<file path="src/ldt_cyc_tbl.sv">
// Cycle record memory: holder, waiter and resolved flag per found cycle.
module ldt_cyc_tbl #(
	parameter int unsigned CYCLE_ENTRIES = 16,
	parameter int unsigned IDW           = 32,
	localparam int unsigned CIW = (CYCLE_ENTRIES > 1) ? $clog2(CYCLE_ENTRIES) : 1
) (
	input  logic           clk,
	input  logic           rec_en,
	input  logic [CIW-1:0] rec_idx,
	input  logic [IDW-1:0] rec_holder,
	input  logic [IDW-1:0] rec_waiter,
	input  logic           res_en,
	input  logic [CIW-1:0] res_idx,
	input  logic [CIW-1:0] rd_idx,
	output logic [IDW-1:0] rd_holder,
	output logic [IDW-1:0] rd_waiter,
	output logic           rd_done
);
	logic [IDW-1:0] hold_mem [CYCLE_ENTRIES];
	logic [IDW-1:0] wait_mem [CYCLE_ENTRIES];
	logic           done_mem [CYCLE_ENTRIES];

	always_ff @(posedge clk) begin
		if (rec_en) begin
			hold_mem[rec_idx] <= rec_holder;
			wait_mem[rec_idx] <= rec_waiter;
		end
		if (rec_en) begin
			done_mem[rec_idx] <= 1'b0;
		end else if (res_en) begin
			done_mem[res_idx] <= 1'b1;
		end
		rd_holder <= hold_mem[rd_idx];
		rd_waiter <= wait_mem[rd_idx];
		rd_done   <= done_mem[rd_idx];
	end
endmodule

</file>
<file path="config.mk">
export PLATFORM = sky130hd
export DESIGN_NAME = ldt_cyc_tbl
export DESIGN_NICKNAME = d
export VERILOG_FILES = /design/src/ldt_cyc_tbl.sv
export SDC_FILE = /design/constraint.sdc
export NUM_CORES = 1
export LEC_CHECK = 0
export BUFFER_PORTS_ARGS = -buffer_cell sky130_fd_sc_hd__buf_4
export CAP_MARGIN = 15
export CORE_MARGIN = 1.5
export CORE_UTILIZATION = 40
export CTS_CLUSTER_SIZE = 28
export DETAILED_ROUTE_END_ITERATION = 8
export GPL_ROUTABILITY_DRIVEN = 0
export PLACE_DENSITY = 0.65
export SYNTH_ARGS = -nofsm -noshare
export SYNTH_HDL_FRONTEND = slang
export SYNTH_SLANG_ARGS = --single-unit
</file>
<file path="constraint.sdc">
create_clock -name clk -period 15.1 [get_ports clk]
set_clock_uncertainty 0.05 [all_clocks]
set_input_delay 0 -clock clk [delete_from_list [all_inputs] [get_ports clk]]
set_output_delay 0 -clock clk [all_outputs]
set_load 0.02 [all_outputs]
</file>
# After elaboration in Yosys (flattened, before gate mapping)
# Memories as Yosys holds them, arrays and structs flattened. A register that Yosys moved wholly into a read port is not among the register bits.
# Cells that the tools add are included.
[word_totals]
ff_bits = 0
latch_bits = 0
mem_bits_rw = 1040
mem_bits_ro = 0
in_bits = 79
wordCells = 12
memories = 3
[classes]
n_addsub = 0
multipliers = 0
n_div = 0
magnitude_cmp = 0
eq_ne = 0
shifts = 0
mux = 8
bitwise = 0
reduce_logical = 1
[memory_table]
columns = ["name", "words", "word_bits", "rd", "rd_ports_with_merged_regs", "wr", "line_no", "rtl"]
rows = [
  ["hold_mem", 16, 32, 1, 1, 1, "19", "logic [IDW-1:0] hold_mem [CYCLE_ENTRIES];"],
  ["wait_mem", 16, 32, 1, 1, 1, "20", "logic [IDW-1:0] wait_mem [CYCLE_ENTRIES];"],
  ["done_mem", 16, 1, 1, 1, 1, "21", "logic done_mem [CYCLE_ENTRIES];"],
]
[ops]
columns = ["operator", "count"]
rows = [
  ["2-to-1 mux 1 bit", 7],
  ["2-to-1 mux 4 bit", 1],
  ["OR reduction 1 bit", 1],
]

# Longest topological paths before layout
# Gate-level depths: netlist of the first run.
[logic_depth]
word_depth = 5
mapped_depth = 6
depth_no_buf = 4

# Worst setup path before layout of the first run
# No wires, ideal clock.
[synth_path]
kind = "input -> register"
startpoint = "input port rec_idx[0]"
endpoint = "memory hold_mem[0][0], enable pin"
setup_time_ps = 565
arrival_ps = 4623
t_required_ps = 14485
setup_slack_ps = 9863
cell_stages = 3
cell_sequence = "nor2_1 -> nand2_1 -> nor3_1"
[synth_lines]
columns = ["element", "line_no", "rtl"]
rows = [
  ["start: declaration", "9", "input logic [CIW-1:0] rec_idx,"],
  ["end: declaration", "19", ""],
]
# No word-level cell before the write port.

# Worst setup path in the final report of the first run
[layout_path]
startpoint = "input port rec_idx[0]"
endpoint = "memory hold_mem[2][20], enable pin"
# No word-level cell before the write port.

==> results.sh, run 1 <==
export IMPL_cp_end_kind="register"
export IMPL_slowest_delay_ns=0.87
export IMPL_placed_cell_area_sq_um=43070
export IMPL_min_period_over_period_pct=19.51
export IMPL_ant_nets=0
export IMPL_die_area_sq_um=103100
export IMPL_core_area_sq_um=100100
export IMPL_dr_pass1_iters=5
export IMPL_setup_slack_ns=12.15
export IMPL_clkPwrFrac_pct=40.9
export IMPL_cp_cell_sequence="dlygate4sd3_1 > buf_4 > nand3b_1 > nor3_2 > dlygate4sd3_1 > buf_4 > buf_4"
export IMPL_antenna_found_initial=12
export IMPL_drtIter0Drc=2002
export IMPL_grt_usage_pct=17.83
export IMPL_synth_cell_types=26
export IMPL_finalHoldViolCount=0
export IMPL_num_rows=116
export IMPL_whs_path_depth=4
export IMPL_synth_seq_cells=1105
export IMPL_drt_wl_total_um=91250
export IMPL_power_static_leakage_uw=0.01519
export IMPL_cp_start_kind="input port"
export IMPL_critPathSlowestCell="buf_4"
export IMPL_dp_slack_ns=11.40
export IMPL_maxCapViolations=0
export IMPL_clk_latency_ns=0.68
export IMPL_switching_share_pct=20.84
export IMPL_nets=2085
export IMPL_rsz0062_at_grt="false"
export IMPL_p_sw_uw=1343
export IMPL_start_util_pct=40.42
export IMPL_p_seq_share_pct=53.6
export IMPL_drive_above_1_share_pct=28.70
export IMPL_io_buffers=143
export IMPL_yosys_area_top_type_share_pct=77.15
export IMPL_critPathKind="in2reg"
export IMPL_tightest_slew_ns=1.183
export IMPL_r2r_start="hold_mem[3][6]$_DFFE_PP_"
export IMPL_ios=144
export IMPL_grt_pass1_wl_um=134300
export IMPL_synth_area_sq_um=40480
export IMPL_syn_nets=1798
export IMPL_crit_required_ns=15.32
export IMPL_share_comb_of_total_power_pct=5.5
export IMPL_slew_headroom_pct=21.16
export IMPL_crit_end="hold_mem[2][20]$_DFFE_PP_"
export IMPL_cp_num_buf_inv=5
export IMPL_seq_area_frac_synth_pct=80.37
export IMPL_cts_setup_buffers=0
export IMPL_multi_input_area_sq_um=7559
export IMPL_cp_common_cell="buf_4"
export IMPL_cts_inserted_buffers=110
export IMPL_synth_area_leader_cell="edfxtp_1"
export IMPL_p_int_uw=5102
export IMPL_finalSetupViolCount=0
export IMPL_power_density_nw_per_um2=135.8
export IMPL_wl_per_cell_um=26.84
export IMPL_cts_path_max_buffers=3
export IMPL_crit_family="buffers and inverters"
export IMPL_vias=18810
export IMPL_cts_htree_levels=3
export IMPL_grt_ovfl_total=0
export IMPL_grt_max_degree=139
export IMPL_clk_pin_slew_ns=0.06
export IMPL_viasPerCell=5.533
export IMPL_finalMaxSlewViolations=0
export IMPL_syn_avg_cell_area_sq_um=23.55
export IMPL_peakVddDrop_mv=0.09163
export IMPL_hpwl_um=44760
export IMPL_remaining_drc_errors=0
export IMPL_areaGrowthSynthToFinish_pct=17.26
export IMPL_clkSinkCount=1105
export IMPL_die_x_um=321.1
export IMPL_cp_num_cells=7
export IMPL_fmax_ghz=0.3394
export IMPL_startpoint="rec_idx[0]"
export IMPL_ys_top_cells_by_area="edfxtp_1 (77%), mux4_2 (14%), dfxtp_1 (3.2%), a22oi_1 (2.4%), nand2_1 (0.64%)"
export IMPL_min_path_type="in2reg"
export IMPL_ff2ff_setup_slack_ns=13.31
export IMPL_design_area_sq_um=47460
export IMPL_status="finished, final reports clean"
export IMPL_arrival_ns=3.17
export IMPL_rr_worst_depth=4
export IMPL_grt_pass1_vias=20120
export IMPL_root_buffer="clkbuf_16"
export IMPL_cts_tree="done"
export IMPL_final_setup_tns_ns=0
export IMPL_yosysWarnings=0
export IMPL_die_y_um=321.1
export IMPL_regArea_sq_um=32530
export IMPL_num_fill_cells=8081
export IMPL_r2r_end="rd_holder[6]$_DFF_P_"
export IMPL_critPathMaxFanout=44
export IMPL_netlist_instances=1719
export IMPL_min_period_ns=2.946
[registers in the layout, indices dropped and copies added, names as in the netlist]
| name | count |
|---|---|
| rd_done | 1 |
| done_mem | 16 |
| wait_mem | 512 |
| rd_holder | 32 |
| hold_mem | 512 |
| rd_waiter | 32 |
[power by group through the flow]
stage          Combinational, uW  Sequential (uW)  Clock (uW)
4_1_cts                      362             3460        2690
5_1_grt                      383             3460        2800
3_5_place_dp                 340             3520           0
6_report                     356             3450        2630
2_1_floorplan                170             3540           0
3_3_place_gp                 333             3520           0
[synth_stat cells, drive strengths merged]
library cell	instances
edfxtp	1040
mux4	260
a22oi	131
nand2	69
dfxtp	65
buf	50
clkbuf	39
nor2	29
nand2b	5
nand3	5
a21oi	4
nand3b	4
nor3	4
inv	3
o31a	3
mux2	2
nor2b	2
a31oi	1
and2	1
and3	1
mux2i	1
[final cells by class]
cell class                      instances  area share [%]
Antenna cell                            1        0.005272
Clock buffer                          166           6.524
Clock inverter                         41          0.8646
Inverter                                3         0.02372
Multi-Input combinational cell        522           15.92
Sequential cell                      1105           68.54
Tap cell                             1298           3.422
Timing Repair Buffer                  264           4.698
[through the flow]
step	std cells	util, %	power (uW)	hold slack (ns)
floorplan	1719	-	3708	0.04887
global placement	3104	43.01	3850	0.2351
detailed placement	3104	43.01	3861	0.2491
CTS	3399	47.39	6505	0.02639
global route	3400	47.40	6645	0.1019
finish	3400	47.40	6445	0.07379
[what timing repair did]
item                       CTS  global route
hold endpoints to repair  1092             0
resized for setup            0             0
hold buffers                88             0
[cell usage in the layout, fill, tap and decap left out]
master	count
edfxtp_1	1040
mux4_2	260
buf_4	173
a22oi_1	131
clkbuf_16	113
dlygate4sd3_1	88
nand2_1	69
dfxtp_1	65
clkbuf_1	46
clkinv_1	17
nor2_1	16
nor2_4	13
clkinv_2	11
clkbuf_8	7
bufinv_16	6
nand2b_1	5
nand3_1	5
nand3b_1	4
a21oi_1	4
nor3_2	4
o31a_1	3
inv_1	2
mux2_2	2
nor2b_4	2
inv_16	2
buf_8	2
diode_2	1
inv_2	1
and3_1	1
a31oi_1	1
mux2i_1	1
and2_4	1
clkinv_4	1
inv_6	1
clkinvlp_4	1
clkinv_16	1
clkinv_8	1
buf_12	1
[worst register-to-register path: stages, from the launching register on]
cell and delay, ns:
edfxtp_1 0.35, mux4_2 0.46, a22oi_1 0.19, dlygate4sd3_1 0.58
nand2_1 0.05
[cell families (layout without fill, tap and decap cells)]
logic type             Yosys count  count (layout)  share of synthesized area (%)
DFF                           1105            1105                          80.37
muxes                          263             263                          14.55
AOI/OAI and AO/OA              139             139                          2.559
and+or+nand+nor                120             120                          1.233
buffers and inverters           92             474                          1.295
other                            0               1                              0
[worst min path at each step]
stage / startpoint / to / slack, ns
after floorplan: rec_holder[0] / hold_mem[0][0]$_DFFE_PP_ / 0.05
after global placement: rec_waiter[13] / wait_mem[8][13]$_DFFE_PP_ / 0.24
after detailed placement: rec_holder[26] / hold_mem[0][26]$_DFFE_PP_ / 0.25
after CTS: res_en / done_mem[6]$_DFFE_PP_ / 0.03
after global routing: res_en / done_mem[10]$_DFFE_PP_ / 0.10
final: res_en / done_mem[6]$_DFFE_PP_ / 0.07
[routing by layer]
| layer | track usage [%] | vias up | share of wire (%) |
|---|---|---|---|
| met2 | 30.71 | 638 | 52 |
| met3 | 2.884 | 131 | 5.8 |
| met1 | 23.66 | 10130 | 41 |
| met5 | 0 | - | 0.15 |
| met4 | 4.581 | 20 | 1.8 |
| li1 | - | 7896 | - |
(Power assumes the default switching activity.)
==> run 2: changes to the inputs <==
--- a/config.mk
+++ b/config.mk
@@ -12,7 +12,7 @@
 export CTS_CLUSTER_SIZE = 28
 export DETAILED_ROUTE_END_ITERATION = 8
 export GPL_ROUTABILITY_DRIVEN = 0
-export PLACE_DENSITY = 0.65
+export PLACE_DENSITY = 0.67
 export SYNTH_ARGS = -nofsm -noshare
 export SYNTH_HDL_FRONTEND = slang
 export SYNTH_SLANG_ARGS = --single-unit
==> constraint.sdc (replaced) <==
create_clock -name clk -period 2.55 [get_ports clk]
set_clock_uncertainty 0.05 [all_clocks]
set_input_delay 0 -clock clk [delete_from_list [all_inputs] [get_ports clk]]
set_output_delay 0 -clock clk [all_outputs]
set_load 0.02 [all_outputs]
==> results.sh, run 2 (synthesized netlist as in run 1, its figures left out) <==
export IMPL_crit_required_ns=2.88
export IMPL_ant_nets=0
export IMPL_num_fill_cells=7953
export IMPL_die_y_um=321.1
export IMPL_p_int_uw=30080
export IMPL_die_area_sq_um=103100
export IMPL_cp_num_buf_inv=5
export IMPL_ios=144
export IMPL_finalMaxSlewViolations=0
export IMPL_antenna_found_initial=3
export IMPL_die_x_um=321.1
export IMPL_finalHoldViolCount=0
export IMPL_cts_htree_levels=3
export IMPL_cp_end_kind="register"
export IMPL_reg_largest_list="hold_mem: 512 flops, wait_mem: 512 flops"
export IMPL_clk_latency_ns=0.67
export IMPL_dp_slack_ns=0.6422
export IMPL_clkPwrFrac_pct=40.4
export IMPL_peakVddDrop_mv=0.6030
export IMPL_num_rows=116
export IMPL_cp_num_cells=8
export IMPL_fmax_ghz=0.4219
export IMPL_rr_worst_depth=4
export IMPL_clk_pin_slew_ns=0.06
export IMPL_switching_share_pct=20.76
export IMPL_crit_family="buffers and inverters"
export IMPL_areaGrowthSynthToFinish_pct=18.98
export IMPL_tightest_slew_ns=0.7928
export IMPL_cp_start_kind="input port"
export IMPL_placed_cell_area_sq_um=43850
export IMPL_maxCapViolations=0
export IMPL_min_period_ns=2.370
export IMPL_clkSinkCount=1105
export IMPL_core_area_sq_um=100100
export IMPL_hpwl_um=45800
export IMPL_setup_slack_ns=0.1797
export IMPL_drt_wl_total_um=88970
export IMPL_grt_max_degree=66
export IMPL_critPathKind="in2reg"
export IMPL_root_buffer="clkbuf_16"
export IMPL_arrival_ns=2.70
export IMPL_cts_setup_buffers=0
export IMPL_regArea_sq_um=32530
export IMPL_post_route_util_pct=48.09
export IMPL_status="finished, final reports clean"
export IMPL_cts_hold_buffers=88
export IMPL_whs_ns=0.03529
export IMPL_cp_cell_sequence="dlygate4sd3_1 > buf_4 > nand2b_1 > inv_2 > nand3_1 > dlygate4sd3_1 > a21oi_1 > dlygate4sd3_1"
export IMPL_dr_pass1_iters=5
export IMPL_slowest_delay_ns=0.57
export IMPL_min_path_type="in2reg"
export IMPL_min_period_over_period_pct=92.95
export IMPL_io_buffers=143
export IMPL_drtIter0Drc=1835
export IMPL_power_static_leakage_uw=0.01548
export IMPL_start_util_pct=40.42
export IMPL_cts_tree="done"
export IMPL_cts_path_max_buffers=3
export IMPL_viasPerCell=5.522
export IMPL_finalSetupViolCount=0
export IMPL_whs_path_depth=5
export IMPL_grt_pass1_vias=19910
export IMPL_share_comb_of_total_power_pct=5.7
export IMPL_final_setup_tns_ns=0
export IMPL_power_density_nw_per_um2=788.2
export IMPL_grt_pass1_wl_um=131400
export IMPL_p_sw_uw=7879
export IMPL_vias=18880
export IMPL_nets=2111
export IMPL_layout_commonest_cell="edfxtp_1"
export IMPL_cts_resized=0
export IMPL_grt_ovfl_total=0
export IMPL_cp_common_cell="dlygate4sd3_1"
export IMPL_drive_above_1_share_pct=30.47
export IMPL_multi_input_area_sq_um=7584
export IMPL_wl_per_cell_um=26.02
export IMPL_layout_common_cells="edfxtp_1 (1,040), mux4_2 (260), buf_4 (161)"
export IMPL_grt_usage_pct=17.39
export IMPL_design_area_sq_um=48160
export IMPL_p_seq_share_pct=53.9
export IMPL_remaining_drc_errors=0
export IMPL_critPathSlowestCell="dlygate4sd3_1"
export IMPL_critPathMaxFanout=25
export IMPL_rsz0062_at_grt="false"
export IMPL_slew_headroom_pct=47.02
export IMPL_cts_inserted_buffers=106
## run 2: path summary, 6_finish.rpt
check	startpoint	to	slack, ns
worst min-delay path	rd_idx[3]	rd_holder[11]$_DFF_P_	0.04
worst max register to register	hold_mem[6][7]$_DFFE_PP_	rd_holder[7]$_DFF_P_	0.49
worst min register to register	wait_mem[15][13]$_DFFE_PP_	rd_waiter[13]$_DFF_P_	0.61
worst max-delay path	rec_en	done_mem[15]$_DFFE_PP_	0.18
## run 2: per-stage QoR
stage / total power [uW] / instances
4_1_cts: 38350 / 3418
3_5_place_dp: 22940 / 3134
6_report: 37960 / 3419
3_3_place_gp: 22870 / 3134
5_1_grt: 39090 / 3419
2_1_floorplan: 21950 / 1719
## run 2: area by class of cell
type                       count  share of cell area (%)
sequential                  1105                   67.55
multi-input combinational    522                   15.75
timing repair buffer         294                   6.188
clock buffer                 140                   6.009
tap                         1298                   3.372
clock inverter                56                   1.107
inverter                       3                 0.02338
antenna                        1                0.005196
## run 2: worst min-delay path, cell delays in order
cell and delay, ns:
buf_4 0.13, nor2_4 0.04, buf_12 0.22, a22oi_1 0.22, nand2_1 0.07
## run 2: power groups by stage
stage | combinational, uW | clock (uW) | sequential (uW)
floorplan | 1010 | 0 | 20900
global placement | 2040 | 0 | 20800
detailed placement | 2090 | 0 | 20800
CTS | 2220 | 15700 | 20500
global route | 2350 | 16300 | 20500
finish | 2180 | 15300 | 20500
## run 2: routing by layer
layer | GRT usage (%) | wire length [um] | part of all wire, % | vias up
met5 | 0 | 24 | 0.027 | -
met4 | 4.727 | 1615 | 1.8 | 4
met3 | 2.563 | 6124 | 6.9 | 110
met2 | 28.54 | 44090 | 50 | 726
met1 | 24.40 | 37110 | 42 | 10090
li1 | - | - | - | 7954
