**config.mk**
```make
export PLATFORM = sky130hd
export DESIGN_NAME = ldt_cell
export DESIGN_NICKNAME = d
export VERILOG_FILES = /design/src/ldt_pkg.sv /design/src/ldt_cell.sv
export SDC_FILE = /design/constraint.sdc
export NUM_CORES = 1
export LEC_CHECK = 0
export BUFFER_PORTS_ARGS = -buffer_cell sky130_fd_sc_hd__buf_2
export CAP_MARGIN = 40
export CORE_AREA = 3 3 141 143
export DETAILED_ROUTE_END_ITERATION = 12
export DIE_AREA = 0 0 144 146
export MAX_ROUTING_LAYER = met4
export PLACE_DENSITY_LB_ADDON = 0.15
export SLEW_MARGIN = 15
export SYNTH_ARGS = -nofsm -noshare
export SYNTH_HDL_FRONTEND = slang
export SYNTH_SLANG_ARGS = --single-unit
export TNS_END_PERCENT = 5
```
**constraint.sdc**
```tcl
create_clock -name clk -period 3 [get_ports clk]
set_clock_uncertainty 0.15 [all_clocks]
set_input_delay 0.15 -clock clk [delete_from_list [all_inputs] [get_ports clk]]
set_output_delay 0.15 -clock clk [all_outputs]
set_load 0.02 [all_outputs]
```
**src/ldt_pkg.sv**
```systemverilog
// Shared types, command codes and helpers for the lock wait-for table.
package ldt_pkg;

	localparam int unsigned DEP_ENTRIES_DEF   = 64;
	localparam int unsigned CYCLE_ENTRIES_DEF = 16;
	localparam int unsigned ID_BITS_DEF       = 32;
	localparam int unsigned PORT_ID_BITS      = 32;

	typedef enum logic [2:0] {
		CMD_ADD     = 3'd0,
		CMD_REMOVE  = 3'd1,
		CMD_DETECT  = 3'd2,
		CMD_RESOLVE = 3'd3,
		CMD_READ    = 3'd4
	} cmd_t;

	localparam logic STATUS_OK  = 1'b0;
	localparam logic STATUS_ERR = 1'b1;

	typedef struct packed {
		logic [2:0]              command;
		logic [PORT_ID_BITS-1:0] lock_key;
		logic [PORT_ID_BITS-1:0] holder_proc;
		logic [PORT_ID_BITS-1:0] waiter_proc;
		logic [7:0]              cycle_number;
	} req_t;

	typedef struct packed {
		logic                    status;
		logic [4:0]              cycles_found;
		logic [PORT_ID_BITS-1:0] cycle_holder;
		logic [PORT_ID_BITS-1:0] cycle_waiter;
		logic                    cycle_resolved;
		logic [6:0]              entries_used;
		logic [31:0]             deadlocks_total;
		logic [31:0]             resolutions_total;
	} rsp_t;

	// broadcast controls for the row of table cells
	typedef struct packed {
		logic write;
		logic mark;
		logic sweep;
		logic shift;
		logic load;
		logic rotate;
	} cell_ctrl_t;

	function automatic logic [31:0] sat_inc(input logic [31:0] v);
		return (v == '1) ? v : v + 32'd1;
	endfunction

endpackage

```
**src/ldt_cell.sv**
```systemverilog
// One dependency table cell: holds an entry and trades it with its neighbor.
module ldt_cell #(
	parameter int unsigned IDW = 32
) (
	input  logic               clk,
	input  logic               arst_n,
	input  ldt_pkg::cell_ctrl_t ctrl,
	input  logic               wr_sel,
	input  logic               valid_in,
	input  logic [IDW-1:0]     key,
	input  logic [IDW-1:0]     holder_in,
	input  logic [IDW-1:0]     waiter_in,
	input  logic [IDW-1:0]     head_holder,
	input  logic [IDW-1:0]     head_waiter,
	input  logic               pre_prev,
	input  logic [IDW-1:0]     nxt_lock,
	input  logic [IDW-1:0]     nxt_holder,
	input  logic [IDW-1:0]     nxt_waiter,
	input  logic               nxt_vr,
	output logic [IDW-1:0]     lock,
	output logic [IDW-1:0]     holder,
	output logic [IDW-1:0]     waiter,
	output logic               vr,
	output logic               pre,
	output logic               match
);
	logic [IDW-1:0] lock_q, holder_q, waiter_q;
	logic           vr_q, hit_q, pre_q;

	always_ff @(posedge clk) begin
		if (ctrl.write && wr_sel) begin
			lock_q   <= key;
			holder_q <= holder_in;
			waiter_q <= waiter_in;
		end else if ((ctrl.shift && pre_q) || ctrl.rotate) begin
			lock_q   <= nxt_lock;
			holder_q <= nxt_holder;
			waiter_q <= nxt_waiter;
		end
	end

	always_ff @(posedge clk or negedge arst_n) begin
		if (!arst_n) begin
			vr_q  <= 1'b0;
			hit_q <= 1'b0;
			pre_q <= 1'b0;
		end else begin
			if (ctrl.mark) begin
				hit_q <= valid_in && (lock_q == key);
				pre_q <= 1'b0;
			end
			// prefix of hits ripples one cell per cycle
			if (ctrl.sweep) begin
				pre_q <= pre_prev | hit_q;
			end
			if (ctrl.load) begin
				vr_q <= valid_in;
			end else if (ctrl.rotate) begin
				vr_q <= nxt_vr;
			end
		end
	end

	assign lock   = lock_q;
	assign holder = holder_q;
	assign waiter = waiter_q;
	assign vr     = vr_q;
	assign pre    = pre_q;
	assign match  = vr_q && (holder_q == head_waiter) && (waiter_q == head_holder);
endmodule

```
==> flow_metrics.py, run 1 <==
metrics = {
    "clocking": {
        "clock-sinks": 99,
        "cts_resized": 0,
        "post_cts_buffers": 0,
        "clock_path_buffers": 2,
        "cts-root-buf": "clkbuf_16",
        "htree_levels": 3,
        "cts_buffers": 9,
        "ctsHoldBuffers": 197,
    },
    "yosys": {
        "yosysSeqAreaShare_pct": 55.7,
        "synth-main-ff-cell": "edfxtp_1",
        "ys_seq_elements": 99,
        "synth_edf_count": 96,
        "async_flop_share_pct": 3.03,
        "synth-compound-area-share_pct": 3.80,
        "synth_top_family_by_area": "multiplexers",
        "synth-warning-count": 0,
        "ys_types": 34,
        "synthSimpleGateAreaFrac_pct": 5.54,
        "muxShareOfSynthArea_pct": 20.6,
        "syn_area_um2": 5310,
        "synth.avg_cell_area_um2": 14.2,
        "synth_fa_ha_area_share_pct": 0,
        "syn_nets": 642,
        "syn_inst": 374,
        "synth_xor_area_share_pct": 11.9,
    },
    "place": {
        "gp_congestion": 0.884,
        "port_buffers": 366,
        "dp_hpwl_um": 15100,
    },
    "floorplan": {
        "die-width_um": 144,
        "die_y_um": 146,
        "pin_count": 367,
        "rows": 50,
        "initial_core_util_pct": 28.4,
    },
    "status": {
        "error": "[ERROR RSZ-0060] Max buffer count reached.",
        "outcome": "did not finish",
        "haltStage": "clock tree synthesis",
    },
}
==> through the flow <==
stage          instance area (um2)  cells  worst slack (ps)  hold WS (ps)
2_1_floorplan                 5310    374               441          -296
3_3_place_gp                  7470    968               803          -187
3_5_place_dp                  7470    968               810          -187
==> synth_stat cells (3+ instances only) <==
library cell | number | area share, %
xor2_1 | 33 | 5.4
inv_1 | 23 | 1.6
o22ai_1 | 7 | 0.83
xnor2_1 | 39 | 6.4
buf_2 | 3 | 0.28
dfrtp_1 | 3 | 1.4
edfxtp_1 | 96 | 54
nand2_1 | 5 | 0.35
nand4_1 | 11 | 1.3
mux2_1 | 29 | 6.2
mux2_2 | 67 | 14
o21ai_0 | 4 | 0.38
buf_1 | 7 | 0.50
nor4_1 | 11 | 1.3
nand2b_1 | 6 | 0.71
nor2b_1 | 7 | 0.83
==> kinds of logic after synthesis <==
family | after synthesis
flip-flops | 99
multiplexers | 97
XOR/XNOR | 72
AND/OR/NAND/NOR | 46
buffers and inverters | 34
AO/OA/AOI/OAI | 26
==> run 2: changes to the inputs <==
--- a/config.mk
+++ b/config.mk
@@ -7,10 +7,9 @@
 export LEC_CHECK = 0
 export BUFFER_PORTS_ARGS = -buffer_cell sky130_fd_sc_hd__buf_2
 export CAP_MARGIN = 40
-export CORE_AREA = 3 3 141 143
+export CORE_AREA = 3 3 142 144
 export DETAILED_ROUTE_END_ITERATION = 12
-export DIE_AREA = 0 0 144 146
-export MAX_ROUTING_LAYER = met4
+export DIE_AREA = 0 0 145 147
 export PLACE_DENSITY_LB_ADDON = 0.15
 export SLEW_MARGIN = 15
 export SYNTH_ARGS = -nofsm -noshare
==> constraint.sdc (replaced) <==
create_clock -name clk -period 3.9 [get_ports clk]
set_clock_uncertainty 0.15 [all_clocks]
set_input_delay 0.195 -clock clk [delete_from_list [all_inputs] [get_ports clk]]
set_output_delay 0.195 -clock clk [all_outputs]
set_load 0.02 [all_outputs]
==> flow_metrics.py, run 2 <==
metrics = {
    "floorplan": {
        "core_area_um2": 18800,
        "rows": 50,
        "initial_core_util_pct": 28.2,
        "die-width_um": 145,
        "pin_count": 367,
        "dieArea_um2": 21300,
        "die_y_um": 147,
    },
    "worst_setup_path": {
        "reg2reg_from": "lock[0]$_DFFE_PP_",
        "critical_path.max_stage_delay_ps": 390,
        "slowest_stage": "edfxtp_1",
        "arrival_ps": 2320,
        "r2r_slack_ps": 1860,
        "cp_cell_sequence": "nor2b_1, a2111o_1, a2111oi_1, nand4_1, nor4_2, buf_2",
        "reg2reg_depth": 5,
        "crit_type": "register to primary output",
        "r2r_end": "hit_q$_DFFE_PN0P_",
        "start_kind": "register",
        "cp.required_ps": 3560,
        "crit_path_max_fanout": 3,
        "endpoint_kind": "primary output",
    },
    "power": {
        "power.switching_uw": 824,
        "p_leak_nw": 3.91,
        "peakVddDrop_mv": 0.183,
        "seqPwrFrac_pct": 44.4,
        "p_sw_share_pct": 26.9,
        "internal-power_mw": 2.24,
        "pwr-share-comb_pct": 24.9,
        "power_density_nw_per_um2": 346,
        "pwr-share-clk_pct": 30.7,
    },
    "finish": {
        "area_growth_pct": 67.0,
        "drive_above_1_share_pct": 53.3,
        "mostFrequentLayoutCells": "366 x buf_2, 106 x dlygate4sd3_1, 96 x edfxtp_1, 67 x mux2_2, 39 x xnor2_1",
        "nets": 1120,
        "seq_area_um2": 2960,
        "layout_commonest_cell": "buf_2",
        "multi_input_area_um2": 2230,
        "n_fill_cell": 1780,
    },
    "global_route": {
        "grt_start_max_net_pins": 49,
        "grt_antenna_before_repair": 1,
        "overflow": 0,
        "grt_usage_pct": 17.4,
        "grt_pass1_wl_um": 29200,
        "first_global_vias": 5383,
    },
    "yosys": {
        "synth_xor_area_share_pct": 11.9,
        "muxShareOfSynthArea_pct": 20.6,
        "async_flop_share_pct": 3.03,
        "synth-main-ff-cell": "edfxtp_1",
        "netlist_top_cells_count": "96 x edfxtp_1, 67 x mux2_2, 39 x xnor2_1, 33 x xor2_1, 29 x mux2_1",
        "synth-compound-area-share_pct": 3.80,
        "ys_types": 34,
        "synth_top_family_by_area": "multiplexers",
        "synth_area_leader_cell": "edfxtp_1",
        "synth.avg_cell_area_um2": 14.2,
        "ys_seq_elements": 99,
        "synth.area.top_cells": "edfxtp_1 54%, mux2_2 14%, xnor2_1 6.4%",
        "synth_edf_count": 96,
        "synthSimpleGateAreaFrac_pct": 5.54,
        "synth_fa_ha_area_share_pct": 0,
        "syn_inst": 374,
        "yosys.area.top_type_share_pct": 54.3,
        "yosysSeqAreaShare_pct": 55.7,
        "syn_nets": 642,
        "synth-warning-count": 0,
        "yosysMostFrequentCell": "edfxtp_1",
        "syn_area_um2": 5310,
    },
    "clocking": {
        "clkTransAtPathRegs_ps": 70,
        "clock_latency_ps": 340,
        "clock_path_buffers": 2,
        "cts-root-buf": "clkbuf_16",
        "clock-sinks": 99,
        "cts_tree": "built",
        "post_cts_buffers": 0,
        "cts_buffers": 9,
        "htree_levels": 3,
    },
    "timing": {
        "clock.fmax_ghz": 0.376,
        "slew-limit-headroom_pct": 57.0,
        "rsz0062_at_grt": "no",
        "fin_tns_setup_ps": 0,
        "finalCritPeriodShare_pct": 68.3,
        "period_minus_slack_ps": 2660,
        "slew_violations": 0,
        "tightest_slew_ps": 645,
        "hold_ws_ps": 16.7,
        "report.final.setup_viol": 0,
        "final_hold_viol_count": 0,
    },
    "routing": {
        "num_vias": 4928,
        "wl_per_cell_um": 17.2,
        "drt_iter0_drc": 138,
        "drcViolationCount": 0,
        "viasPerCell": 4.41,
        "finalWirelength_um": 19300,
        "ant_nets": 0,
        "first_pass_iters": 4,
    },
    "status": {
        "outcome": "finished, final reports clean",
    },
    "place": {
        "gp_congestion": 0.832,
        "dp_hpwl_um": 15500,
        "port_buffers": 366,
    },
    "worst_hold_path": {
        "hold_path.startpoint": "nxt_waiter[22]",
        "min_path_type": "primary input to register",
        "min_to": "waiter[22]$_DFFE_PP_",
        "holdPathStages": 2,
    },
    "job": {
        "cap_violations": 0,
    },
}
==> run 2: worst max-delay path by stage <==
stage,slack (ps),depth (start not counted),from,end
after global routing,1090,6,waiter[22]$_DFFE_PP_,match
final,1240,6,holder[5]$_DFFE_PP_,match
after detailed placement,1600,6,holder[5]$_DFFE_PP_,match
after global placement,1650,6,holder[5]$_DFFE_PP_,match
after floorplan,330,4,ctrl[5],holder[0]$_DFFE_PP_
after CTS,1200,6,holder[5]$_DFFE_PP_,match
==> run 2: what timing repair did <==
| item | 4_1_cts | 5_1_grt |
|---|---|---|
| setup endpoints to repair | 0 | 0 |
| endpoints found under the hold margin | 73 | 1 |
| hold buffers | 105 | 1 |
| resized for setup | 0 | 0 |
==> run 2: cells by family after synthesis <==
family | after synthesis
multiplexers | 97
AO/OA/AOI/OAI | 26
AND/OR/NAND/NOR | 46
flip-flops | 99
buffers and inverters | 34
XOR/XNOR | 72
==> run 2: area by class of cell <==
class | count | share of cell area, %
clock buffers | 12 | 2.67
well taps | 260 | 3.67
multi-input cells | 241 | 25.2
diodes | 1 | 0.0282
clock inverters | 4 | 0.847
flip-flops and latches | 99 | 33.4
repair buffers | 477 | 33.2
inverters | 24 | 1.02
==> run 2: power groups by stage <==
stage          Sequential (mW)  Clock (mW)  Combinational [mW]
4_1_cts                   1.36       0.987               0.770
3_3_place_gp              1.38           0               0.664
5_1_grt                   1.37        1.03               0.823
3_5_place_dp              1.38           0               0.673
6_report                  1.36       0.942               0.764
2_1_floorplan             1.50           0               0.231
==> run 2: metal layers <==
metal  routed length, um  vias up  share of wire [%]  global-route usage (%)
met1                7180     2316                 37                    18.6
met5                  13        -              0.067                       0
met4                 229        2                1.2                    4.09
met2               10300      232                 53                    33.3
li1                    -     2361                  -                       -
met3                1560       17                8.1                    5.74
==> run 2: worst max-delay path, delay by kind of cell (launching register included) <==
| family | cells | cell delay [ps] |
|---|---|---|
| AO/OA/AOI/OAI | 2 | 770 |
| buffers and inverters | 1 | 230 |
| AND/OR/NAND/NOR | 3 | 590 |
| flip-flops | 1 | 390 |
==> run 2: metrics by stage <==
stage          instances  setup WS [ps]  power, mW  util, %  instance area [um2]
5_1_grt             1117           1090       3.22     47.0                 8860
3_3_place_gp         994           1650       2.05     39.7                 7470
3_5_place_dp         995           1600       2.06     39.8                 7490
2_1_floorplan        374            327       1.74        -                 5310
6_report            1118           1240       3.07     47.1                 8860
4_1_cts             1116           1200       3.12     47.0                 8850
No activity file was read; power rests on OpenSTA's default activity.
==> run 3: changes to the inputs <==
==> constraint.sdc (replaced) <==
create_clock -name clk -period 2.6 [get_ports clk]
set_clock_uncertainty 0.15 [all_clocks]
set_input_delay 0.13 -clock clk [delete_from_list [all_inputs] [get_ports clk]]
set_output_delay 0.13 -clock clk [all_outputs]
set_load 0.02 [all_outputs]
==> flow_metrics.py, run 3 (synthesis gave the netlist of run 2 again) <==
metrics = {
    "timing": {
        "final_hold_viol_count": 0,
        "report.final.setup_viol": 0,
        "period_minus_slack_ps": 2430,
        "tightest_slew_ps": 608,
        "clock.fmax_ghz": 0.412,
        "slew_violations": 0,
        "finalCritPeriodShare_pct": 93.5,
        "fin_tns_setup_ps": 0,
        "rsz0062_at_grt": "no",
        "slew-limit-headroom_pct": 59.5,
    },
    "routing": {
        "drcViolationCount": 0,
        "finalWirelength_um": 20600,
        "viasPerCell": 4.37,
        "first_pass_iters": 5,
        "drt_iter0_drc": 207,
        "ant_nets": 0,
        "wl_per_cell_um": 16.9,
        "num_vias": 5306,
    },
    "finish": {
        "layout_commonest_cell": "buf_2",
        "utilization_pct": 52.4,
        "area_growth_pct": 86.1,
        "nets": 1216,
        "multi_input_area_um2": 2300,
        "mostFrequentLayoutCells": "365 x buf_2, 201 x dlygate4sd3_1, 96 x edfxtp_1, 67 x mux2_2, 39 x xnor2_1",
        "seq_area_um2": 2960,
        "drive_above_1_share_pct": 48.6,
        "n_fill_cell": 1681,
        "diodes": 0,
    },
    "job": {
        "cap_violations": 0,
    },
    "floorplan": {
        "die_y_um": 147,
        "initial_core_util_pct": 28.2,
        "dieArea_um2": 21300,
        "rows": 50,
        "pin_count": 367,
        "core_area_um2": 18800,
        "die-width_um": 145,
    },
    "global_route": {
        "grt_start_max_net_pins": 54,
        "overflow": 0,
        "grt_pass1_wl_um": 31300,
        "grt_antenna_before_repair": 1,
        "grt_usage_pct": 18.6,
        "first_global_vias": 5910,
    },
    "clocking": {
        "clock_latency_ps": 340,
        "cts_tree": "built",
        "cts_buffers": 9,
        "clock-sinks": 99,
        "htree_levels": 3,
        "cts-root-buf": "clkbuf_16",
        "clkTransAtPathRegs_ps": 70,
        "clock_path_buffers": 2,
    },
    "worst_setup_path": {
        "critical_path.max_stage_delay_ps": 390,
        "cp_cell_sequence": "nor2b_1, a2111o_1, a2111oi_2, nand4_1, nor4_4, buf_4",
        "slowest_stage": "edfxtp_1",
        "cp.required_ps": 2320,
        "cp.buffers_inverters": 1,
        "arrival_ps": 2150,
        "crit_path_max_fanout": 2,
        "start_kind": "register",
        "crit_type": "register to primary output",
        "crit_family": "simple AND/OR/NAND/NOR gates",
        "endpoint_kind": "primary output",
    },
    "power": {
        "p_leak_nw": 4.33,
        "power_density_nw_per_um2": 476,
        "peakVddDrop_mv": 0.415,
    },
    "status": {
        "outcome": "finished, final reports clean",
    },
    "place": {
        "dp_hpwl_um": 15700,
        "gp_congestion": 0.827,
        "port_buffers": 366,
    },
    "worst_hold_path": {
        "min_path_type": "primary input to register",
    },
}
[run 3: cell count changes in the layout (fill, tap and decap cells not counted), moves of 2 or more]
cell	change
dlygate4sd3_1	+95
a2111oi_4	+2
nor4_1	-2
a2111oi_0	-2
[run 3: cell type report]
type                    count  area share (%)
clock buffers              12            2.39
clock inverters             4           0.545
inverters                  24           0.912
multi-input cells         241            23.2
flip-flops and latches     99            30.0
well taps                 260            3.29
repair buffers            573            39.7
[run 3: path summary, 6_finish.rpt]
kind	from	end	slack, ps	depth (start not counted)
worst max-delay path	holder[5]$_DFFE_PP_	match	170	6
worst min-delay path	valid_in	hit_q$_DFFE_PN0P_	60	4
worst max register to register	lock[16]$_DFFE_PP_	hit_q$_DFFE_PN0P_	550	5
worst min register to register	hit_q$_DFFE_PN0P_	hit_q$_DFFE_PN0P_	400	2
max in group asynchronous	arst_n	pre$_DFFE_PN0P_	1640	3
min in group asynchronous	arst_n	vr$_DFFE_PN0P_	520	3
[run 3: layer usage]
layer,track usage [%],routed length [um],up-vias
met2,34.9,10700,262
met4,5.94,429,2
li1,-,-,2553
met1,20.0,7680,2461
met3,5.58,1740,28
met5,0,13,-
[run 3: report_power, final]
group	leakage [nW]	switching [mW]	internal (mW)	total, mW
Combinational	3.19	0.603	0.713	1.32
Clock	0.133	0.595	0.750	1.35
Sequential	1.01	0.104	1.94	2.04
Total	4.33	1.30	3.40	4.70
[run 3: timing repair]
action,4_1_cts,5_1_grt
gates resized for setup,0,11
endpoints found under the setup margin,0,1
hold endpoints to repair,102,0
buffers inserted,0,1
hold buffers,201,0
[run 3: through the flow]
step	total power [mW]	worst slack, ps	instance area (um2)	std cells	hold WS [ps]
after floorplan	2.60	61.2	5310	374	-316
after global placement	3.07	459	7500	995	-213
after detailed placement	3.09	388	7500	995	-218
after CTS	4.74	0.412	9800	1212	50.3
after global routing	4.92	34.2	9880	1213	75.0
final	4.70	170	9880	1213	61.4
[run 3: worst reg2reg max path, stage by stage (launching register included)]
cell and delay, ps:
edfxtp_1 410, xor2_1 160, nor4_1 370, nand4_1 200, or4_1 590, o22ai_2 100
